**config.mk**
```make
export PLATFORM = sky130hd
export DESIGN_NAME = gregorian_date_add_days
export DESIGN_NICKNAME = d
export VERILOG_FILES = /design/src/hdl/gda_pkg.sv /design/src/hdl/gregorian_date_add_days.sv /design/src/hdl/gda_decode.sv /design/src/hdl/gda_split.sv
export SDC_FILE = /design/constraint.sdc
export NUM_CORES = 1
export LEC_CHECK = 0
export ABC_AREA = 1
export BUFFER_PORTS_ARGS = -buffer_cell sky130_fd_sc_hd__buf_4
export CAP_MARGIN = 20
export CORE_ASPECT_RATIO = 1.5
export CORE_MARGIN = 2
export CORE_UTILIZATION = 45
export DETAILED_ROUTE_END_ITERATION = 16
export SLEW_MARGIN = 20
export SYNTH_ARGS = -nofsm -noshare
export SYNTH_HDL_FRONTEND = slang
export SYNTH_HIERARCHICAL = 1
export SYNTH_SLANG_ARGS = --single-unit
```
**constraint.sdc**
```tcl
create_clock -name clk -period 8.4 [get_ports clk]
set_clock_uncertainty 0.2 [all_clocks]
set_input_delay 0.42 -clock clk [delete_from_list [all_inputs] [get_ports clk]]
set_output_delay 0.42 -clock clk [all_outputs]
set_load 0.05 [all_outputs]
```
**src/hdl/gda_pkg.sv**
```systemverilog
// gda_pkg: shared types and constants for the gregorian date adder
// used by gda_decode, gda_split and gregorian_date_add_days; no dependencies
package gda_pkg;

  localparam int unsigned YEAR_W   = 14;
  localparam int unsigned DOY_W    = 10;  // day of year plus offset, up to 877
  localparam int unsigned OFFSET_W = 9;

  localparam logic [YEAR_W-1:0]   YEAR_MIN         = 14'd1582;
  localparam logic [OFFSET_W-1:0] MAX_OFFSET_RESET = 9'd300;

  localparam logic [2:0] STATUS_OK         = 3'd0;
  localparam logic [2:0] STATUS_OFFSET_BIG = 3'd1;
  localparam logic [2:0] STATUS_YEAR_EARLY = 3'd2;
  localparam logic [2:0] STATUS_BAD_MONTH  = 3'd3;
  localparam logic [2:0] STATUS_BAD_DAY    = 3'd4;

  // first day of year of each month, non-leap year
  localparam logic [8:0] MONTH_FIRST [12] = '{
    9'd1, 9'd32, 9'd60, 9'd91, 9'd121, 9'd152,
    9'd182, 9'd213, 9'd244, 9'd274, 9'd305, 9'd335
  };

  localparam logic [4:0] MONTH_LEN [12] = '{
    5'd31, 5'd28, 5'd31, 5'd30, 5'd31, 5'd30,
    5'd31, 5'd31, 5'd30, 5'd31, 5'd30, 5'd31
  };

  typedef struct packed {
    logic [2:0]        status;
    logic [DOY_W-1:0]  doy;      // start day of year plus offset
    logic [YEAR_W-1:0] year;
    logic [2:0]        leap;     // leap flags of year, year+1, year+2
  } dec_t;

endpackage

```
**src/hdl/gregorian_date_add_days.sv**
```systemverilog
// Gregorian date plus day offset. An item enters an input register, is decoded (checks,
// leap flags, day of year plus offset) into a second register, and is split into month
// and day on its way to the result register, where out_valid rises with it. Up to three
// items are in flight, one item per cycle is taken, held back only by out_ready.
// max_offset resets to 300 and is written through cfg_wen/cfg_wdata.
// depends on gda_pkg, gda_decode, gda_split
module gregorian_date_add_days
  import gda_pkg::*;
(
  input  logic                clk,
  input  logic                rst,
  input  logic                cfg_wen,
  input  logic [OFFSET_W-1:0] cfg_wdata,
  input  logic                in_valid,
  output logic                in_ready,
  input  logic [4:0]          start_day,
  input  logic [3:0]          start_month,
  input  logic [YEAR_W-1:0]   start_year,
  input  logic [OFFSET_W-1:0] offset_days,
  output logic                out_valid,
  input  logic                out_ready,
  output logic [4:0]          result_day,
  output logic [3:0]          result_month,
  output logic [YEAR_W-1:0]   result_year,
  output logic [2:0]          status
);

  logic [OFFSET_W-1:0] max_offset;

  logic                s1_valid;
  logic [4:0]          s1_day;
  logic [3:0]          s1_month;
  logic [YEAR_W-1:0]   s1_year;
  logic [OFFSET_W-1:0] s1_off;

  logic                s2_valid;
  dec_t                s2_dec;
  dec_t                dec_next;

  logic [4:0]          day_next;
  logic [3:0]          month_next;
  logic [YEAR_W-1:0]   year_next;
  logic [2:0]          status_next;

  logic out_load, s2_load, s1_load;

  assign out_load = !out_valid || out_ready;
  assign s2_load  = !s2_valid || out_load;
  assign s1_load  = !s1_valid || s2_load;
  assign in_ready = s1_load;

  always_ff @(posedge clk) begin
    if (rst) begin
      max_offset <= MAX_OFFSET_RESET;
    end else if (cfg_wen) begin
      max_offset <= cfg_wdata;
    end
  end

  always_ff @(posedge clk) begin
    if (rst) begin
      s1_valid  <= 1'b0;
      s2_valid  <= 1'b0;
      out_valid <= 1'b0;
    end else begin
      if (s1_load) begin
        s1_valid <= in_valid;
      end
      if (s2_load) begin
        s2_valid <= s1_valid;
      end
      if (out_load) begin
        out_valid <= s2_valid;
      end
    end
  end

  always_ff @(posedge clk) begin
    if (s1_load && in_valid) begin
      s1_day   <= start_day;
      s1_month <= start_month;
      s1_year  <= start_year;
      s1_off   <= offset_days;
    end
    if (s2_load && s1_valid) begin
      s2_dec <= dec_next;
    end
    if (out_load && s2_valid) begin
      result_day   <= day_next;
      result_month <= month_next;
      result_year  <= year_next;
      status       <= status_next;
    end
  end

  gda_decode u_decode (
    .start_day   (s1_day),
    .start_month (s1_month),
    .start_year  (s1_year),
    .offset_days (s1_off),
    .max_offset  (max_offset),
    .dec         (dec_next)
  );

  gda_split u_split (
    .dec          (s2_dec),
    .result_day   (day_next),
    .result_month (month_next),
    .result_year  (year_next),
    .status       (status_next)
  );

endmodule

```
**src/hdl/gda_decode.sv**
```systemverilog
// gda_decode: input checks, leap flags and day of year plus offset
// combinational; depends on gda_pkg
module gda_decode
  import gda_pkg::*;
(
  input  logic [4:0]          start_day,
  input  logic [3:0]          start_month,
  input  logic [YEAR_W-1:0]   start_year,
  input  logic [OFFSET_W-1:0] offset_days,
  input  logic [OFFSET_W-1:0] max_offset,
  output dec_t                dec
);

  // 4/100/400 rule as: divisible by 4 and (not by 25, or by 16)
  // y mod 25 through a reciprocal multiply, exact for y below 2^15
  function automatic logic is_leap(input logic [YEAR_W:0] y);
    logic [27:0]     prod;
    logic [10:0]     q;
    logic [YEAR_W:0] q25;
    logic [YEAR_W:0] r;
    prod = y * 13'd5243;
    q    = prod[27:17];
    q25  = {q[10:0], 4'b0} + {1'b0, q[10:0], 3'b0} + {4'b0, q[10:0]};
    r    = y - q25;
    return (y[1:0] == 2'b00) && ((r != '0) || (y[3:0] == 4'b0000));
  endfunction

  logic [YEAR_W:0] year_ext;
  logic [3:0]      midx;
  logic            month_ok;
  logic            leap0;
  logic [4:0]      dim;
  logic [2:0]      status;
  logic [DOY_W-1:0] doy;

  assign year_ext = {1'b0, start_year};
  assign leap0    = is_leap(year_ext);
  assign month_ok = (start_month >= 4'd1) && (start_month <= 4'd12);
  assign midx     = month_ok ? (start_month - 4'd1) : 4'd0;
  assign dim      = MONTH_LEN[midx] + {4'b0, (midx == 4'd1) && leap0};

  always_comb begin
    if (offset_days > max_offset) begin
      status = STATUS_OFFSET_BIG;
    end else if (start_year < YEAR_MIN) begin
      status = STATUS_YEAR_EARLY;
    end else if (!month_ok) begin
      status = STATUS_BAD_MONTH;
    end else if ((start_day == 5'd0) || (start_day > dim)) begin
      status = STATUS_BAD_DAY;
    end else begin
      status = STATUS_OK;
    end
  end

  assign doy = {1'b0, MONTH_FIRST[midx]} + {5'b0, start_day} - 10'd1
             + {9'b0, (midx >= 4'd2) && leap0} + {1'b0, offset_days};

  assign dec.status = status;
  assign dec.doy    = doy;
  assign dec.year   = start_year;
  assign dec.leap   = {is_leap(year_ext + 15'd2), is_leap(year_ext + 15'd1), leap0};

endmodule

```
**src/hdl/gda_split.sv**
```systemverilog
// gda_split: year rollover and split of day of year into month and day
// combinational; depends on gda_pkg
module gda_split
  import gda_pkg::*;
(
  input  dec_t              dec,
  output logic [4:0]        result_day,
  output logic [3:0]        result_month,
  output logic [YEAR_W-1:0] result_year,
  output logic [2:0]        status
);

  logic [8:0]       len0, len1;
  logic             roll1, roll2;
  logic [DOY_W-1:0] n1, n2;
  logic             leap_f;
  logic [YEAR_W-1:0] year_f;
  logic [8:0]       start [12];
  logic [11:0]      ge;
  logic [3:0]       mi;
  logic [8:0]       day_w;

  assign len0  = 9'd365 + {8'b0, dec.leap[0]};
  assign len1  = 9'd365 + {8'b0, dec.leap[1]};
  assign roll1 = dec.doy > {1'b0, len0};
  assign n1    = roll1 ? (dec.doy - {1'b0, len0}) : dec.doy;
  assign roll2 = roll1 && (n1 > {1'b0, len1});
  assign n2    = roll2 ? (n1 - {1'b0, len1}) : n1;

  assign leap_f = roll2 ? dec.leap[2] : (roll1 ? dec.leap[1] : dec.leap[0]);
  assign year_f = dec.year + {12'b0, roll2, roll1 && !roll2};

  always_comb begin
    for (int m = 0; m < 12; m++) begin
      start[m] = MONTH_FIRST[m] + {8'b0, (m >= 2) && leap_f};
      ge[m]    = n2 >= {1'b0, start[m]};
    end
  end

  // last month whose first day is not past the day of year
  always_comb begin
    mi = 4'd0;
    for (int m = 1; m < 12; m++) begin
      if (ge[m]) begin
        mi = 4'(m);
      end
    end
  end

  assign day_w = n2[8:0] - start[mi] + 9'd1;

  always_comb begin
    status = dec.status;
    if (dec.status == STATUS_OK) begin
      result_day   = day_w[4:0];
      result_month = mi + 4'd1;
      result_year  = year_f;
    end else begin
      result_day   = '0;
      result_month = '0;
      result_year  = '0;
    end
  end

endmodule

```
# --- After elaboration in Yosys (flattened, before gate mapping) ---
# Memories as Yosys holds them, arrays and structs flattened.
# Index checks and enable logic that the tools add are counted.
# W data, S select, Z words.
op_classes:
  magnitude_cmp: 21
  n_reduce_logical: 34
  n_mul: 3
  n_eq_ne: 1
  add_sub_neg: 35
  bitwise: 3
  n_mux: 26
ops:
  columns: ["cell", "n"]
  rows:
  - ["$ge A10 B9 Y1", 7]
  - ["$mul A15 B13 Y28 const B", 2]
  - ["$add A15 B11 Y15", 3]
  - ["$add A15 B14 Y15", 3]
  - ["$add A9 B1 Y9 const A", 5]
  - ["$reduce_bool A15 Y1", 3]
  - ["$mux W4", 11]
  - ["$add A8 B1 Y9 const A", 4]
  - ["$bmux W9 S4", 1]
  - ["$sub A15 B15 Y15", 2]
  - ["$mul A14 B13 Y27 const B", 1]
  - ["$ge A10 B8 Y1", 2]
  - ["$gt A10 B9 Y1", 2]
  - ["$mux W10", 2]
  - ["$mux W5", 4]
  - ["$sub A10 B9 Y10", 2]
  - ["$mux W9", 2]
  - ["$add A7 B1 Y8 const A", 2]
  - ["$add A14 B1 Y15 const B", 1]
  - ["$add A14 B2 Y15 const B", 1]
  - ["$sub A14 B15 Y15", 1]
  - ["$add A14 B2 Y14", 1]
  - ["$lt A14 B11 Y1 const B", 1]
  - ["$logic_not A4 Y1", 3]
  - ["other kinds (31)", 57]
word_totals:
  romBits: 224
  word_cells: 142
  regBits: 100
  mem_count: 2
  output_inout_bits: 28
memory_table:
  columns: ["memory", "words", "word_bits", "read_ports", "rd_ports_with_merged_regs", "wr", "line_no", "source"]
  rows:
  - ["(no name shown)", 16, 9, 1, 0, 0, "gda_decode.sv:56", "assign doy = {1'b0, MONTH_FIRST[midx]} + {5'b0, start_day} - 10'd1"]
  - ["(no name shown)", 16, 5, 1, 0, 0, "gda_decode.sv:40", "assign dim = MONTH_LEN[midx] + {4'b0, (midx == 4'd1) && leap0};"]

# --- Longest topological paths before layout ---
depth:
  word_depth: 24
  depth_mapped: 54
  mapped_depth_nobuf: 54

# --- By module ---
# The synthesis kept the hierarchy.
by_module_without_submodules:
  columns: ["mod", "instances", "seq_area_each_um2", "cells_each", "area_per_inst_um2"]
  rows:
  - ["gda_decode", 1, 0.0, 2096, 17155.2]
  - ["gregorian_date_add_days", 1, 2882.8, 145, 3088.0]
  - ["gda_split", 1, 0.0, 442, 2429.8]

# --- Least setup slack after synthesis ---
# OpenSTA, ideal clock, no wires.
synth_path:
  path_type: "register to register"
  start: "register s1_year[11]"
  end: "register s2_dec[26] (netlist bit), data pin"
  path_stages_with_launch: 47
  t_arrival_ns: 8.801
  slack_ns: -0.863
  path_buffers: 0
  period_less_slack_ns: 9.263
  t_required_ns: 7.938
  cell_sequence: "edfxtp_1 -> inv_1 -> fa_1 -> inv_1 -> ha_1 -> inv_1 -> fa_1 -> inv_1 -> fa_1 -> inv_1 -> fa_1 -> inv_1 -> ha_1 -> a21oi_1 -> o21a_1 -> nand2_1 -> a31o_2 -> xnor2_1 -> (+11 left out) -> nand3_1 -> nor2_1 -> nand2_1 -> nor2_1 -> nand3_1 -> nor2_2 -> nor3_1 -> fa_1 -> ha_1 -> fa_1 -> nand3_1 -> nand2_1 -> a21oi_1 -> nor2_1 -> nor2_1 -> o21ai_0 -> a21oi_1 -> xor2_1"
synth_lines:
  columns: ["element", "line_no", "source"]
  rows:
  - ["start, declared", "gregorian_date_add_days.sv:33", "logic [YEAR_W-1:0] s1_year;"]
  - ["start signal, assigned", "gregorian_date_add_days.sv:82", "s1_year <= start_year;"]
  - ["end signal, assigned", "gregorian_date_add_days.sv:86", "s2_dec <= dec_next;"]
  - ["end, declared", "gregorian_date_add_days.sv:37", "dec_t s2_dec;"]

==> summary.txt <==
Run status
  • Status: finished, violations left
  • Failing checks: setup timing

Logic synthesis
  • Yosys reg bits: 100
  • Warnings from Yosys: 6
  • Cells after Synth: 2683
  • Post-synth EDFFs: 88
  • Cell Area, Synth: 22700 µm²
  • Most used DFF post-synth: edfxtp_1
  • Netlist cell types: 66
  • Post-synthesis sequential area ratio: 12.7%
  • Post-synth ARST share: 0%
  • Yosys top cell area share: 24.8%
  • Syn avg cell area: 8.45 µm²
  • Syn_nets: 3435
  • Ranking of synthesized cells by area: ha_1, fa_1, edfxtp_1, inv_1, nand2_1
  • Largest area contributor in the netlist: ha_1

STA
  • Slew @ Worst Pin: 509 ps
  • Fin. Hold Viols: 0
  • Final TNS setup: -5280 ps
  • Max-slew violations: 0
  • Worst slew margin: 66.1%
  • Minimum clock period: 9120 ps
  • RSZ-0062 raised after global routing: yes
  • Final setup fails: 11
  • Setup WS post-layout: -724 ps
  • Max Fclk: 0.110 GHz
  • Tcrit/Tclk final: 109%

Floorplan
  • FP Rows: 100
  • Die X: 187 µm
  • Die ar.: 52200 µm²
  • IO Pins: 74
  • Core area: 49700 µm²
  • Starting density of the core: 45.6%
  • Die Height: 279 µm

Final layout
  • Antenna cells: 0
  • Nets@finish: 4032
  • Footprint of the multi-input gates: 18800 µm²
  • Layout cells sized above 1: 31.1%
  • Commonest non-fill, non-tap cells in the layout: inv_1, buf_4, nand2_1
  • Fillcell total: 4297
  • Area Growth Syn to Fin: 32.4%
  • Commonest non-fill, non-tap cell in the layout: inv_1
  • Register area: 2880 µm²

Clock network
  • CTS root buf: clkbuf_16
  • CTS buffer count: 9
  • H-tree depth: 3
  • Sink Count: 100
  • CTS tree: done
  • Clk buf depth: 2
  • Worst skew pair latency: 380 ps
  • Clock slew at reported path FFs: 90 ps
  • Hold-fix buffers, CTS: 0

Place
  • Pre-CTS setup slack: -1040 ps
  • Port bufs: 73
  • Post-DP HPWL: 52500 µm
  • GP Congestion: 0.902

Drt
  • Number of vias per cell: 4.91
  • DR WL/cell: 15.4 µm
  • Via count: 19376
  • DR pass1 iterations: 5
  • Remaining DRCs: 0
  • DRT iter0 DRCs: 757
  • WL final: 60700 µm
  • Antenna-violating nets left: 0

Flow run
  • Max cap viols: 0

Global route
  • Gr usage total: 23.8%
  • Largest net degree at the start of global routing: 33
  • Number of global-route vias before repair: 20995
  • GR Overflow Total: 0
  • First-pass GRT wire length: 100000 µm
  • Antenna violations before repair: 0

Worst setup path
  • WP data arrival: 9030 ps
  • CP top delay family: adder cells
  • Worst setup SP type: flop
  • WP data required: 8310 ps
  • Critical path class: flop to flop
  • Crit. End Element: flop
  • Crit. Startpoint: s1_year[10]
  • Reg-to-Reg Start: s1_year[10]
  • Max incr delay on CP: 550 ps
  • CP bufs+invs: 6
  • Slowest stage cell on the critical path: fa_2
  • Crit Path Max Fanout: 7

Min path
  • Tightest Hold Check Type: primary input to flop
  • Min-delay src: start_year[8]
==> logic make-up (layout without fill, tap and decap cells) <==
family,count (synthesis),count (layout),synth area share (%)
AND/OR/NAND/NOR,845,845,17.1
adder cells (fa/ha/maj),706,706,47.4
buffers and inverters,672,1274,11.6
AO/OA/AOI/OAI,266,266,7.16
flip-flops,100,100,12.7
XOR/XNOR,94,94,4.00
==> layer usage <==
layer | up-vias | track usage, % | part of all wire (%)
met3 | 92 | 1.57 | 2.0
met4 | 0 | 6.55 | 3.0
met5 | - | 0 | 0
li1 | 9634 | - | -
met1 | 9399 | 26.6 | 39
met2 | 251 | 47.7 | 56
==> per-stage QoR <==
step | hold slack [ps] | cells | area [µm²] | utilization (%)
6_report | 23.2 | 3948 | 30000 | 60.4
5_1_grt | 9.15 | 3948 | 30000 | 60.4
4_1_cts | 12.4 | 3908 | 29000 | 58.5
3_5_place_dp | 239 | 3852 | 27600 | 55.7
3_3_place_gp | 245 | 3852 | 27600 | 55.7
2_1_floorplan | 229 | 2683 | 23000 | -
==> Yosys cell counts, types with 3 or more instances <==
cell / number
fa_1: 256
and2_1: 3
o21ai_2: 5
a31oi_1: 4
nor2_2: 16
inv_1: 625
edfxtp_1: 88
nand3b_1: 6
xnor2_1: 28
nor2_1: 155
o21ai_1: 5
o31ai_1: 3
xor2_2: 5
nor3_2: 4
a211oi_1: 6
o21bai_1: 9
nand2_1: 426
nand4_1: 22
nand2_2: 28
a21o_1: 11
o21ai_0: 54
nor3_1: 33
o211ai_1: 4
a21oi_1: 133
inv_2: 20
o21a_1: 8
xor2_1: 58
nor2_4: 5
dfxtp_1: 12
nand3_2: 18
a21oi_4: 4
ha_1: 450
nand2_4: 10
buf_4: 21
nand3_4: 3
nand3_1: 106
==> path summary, 6_finish.rpt <==
kind,to,slack (ps),depth (start not counted)
hold / removal,s1_year[8],20,1
hold reg to reg,status[2],260,0
setup / recovery,s2_dec[26],-720,46
setup reg to reg,s2_dec[26],-720,46
==> timing repair <==
| action | CTS | global route |
|---|---|---|
| setup endpoints to repair | 11 | 15 |
| pin swaps | 137 | 130 |
| buffers inserted | 43 | 43 |
| hold endpoints to repair | 0 | 0 |
| resized for setup | 142 | 143 |
==> sequential cells by signal, summed over array words and instances, names as in the netlist <==
signal and count:
max_offset 9, out_valid 1, result_day 5, result_month 4, result_year 14, s1_day 5
s1_month 4, s1_off 9, s1_valid 1, s1_year 14, s2_dec 30, s2_valid 1
status 3
==> cell type report <==
class	instances	share of cell area, %
timing repair buffer	611	16.0
multi-input combinational	1911	62.5
clock buffer	9	0.750
sequential	100	9.60
clock inverter	7	0.246
tap	663	2.76
inverter	647	8.15
Power is not shown: default switching activity piles up to over one toggle a cycle in this logic, so the estimate is an artifact.
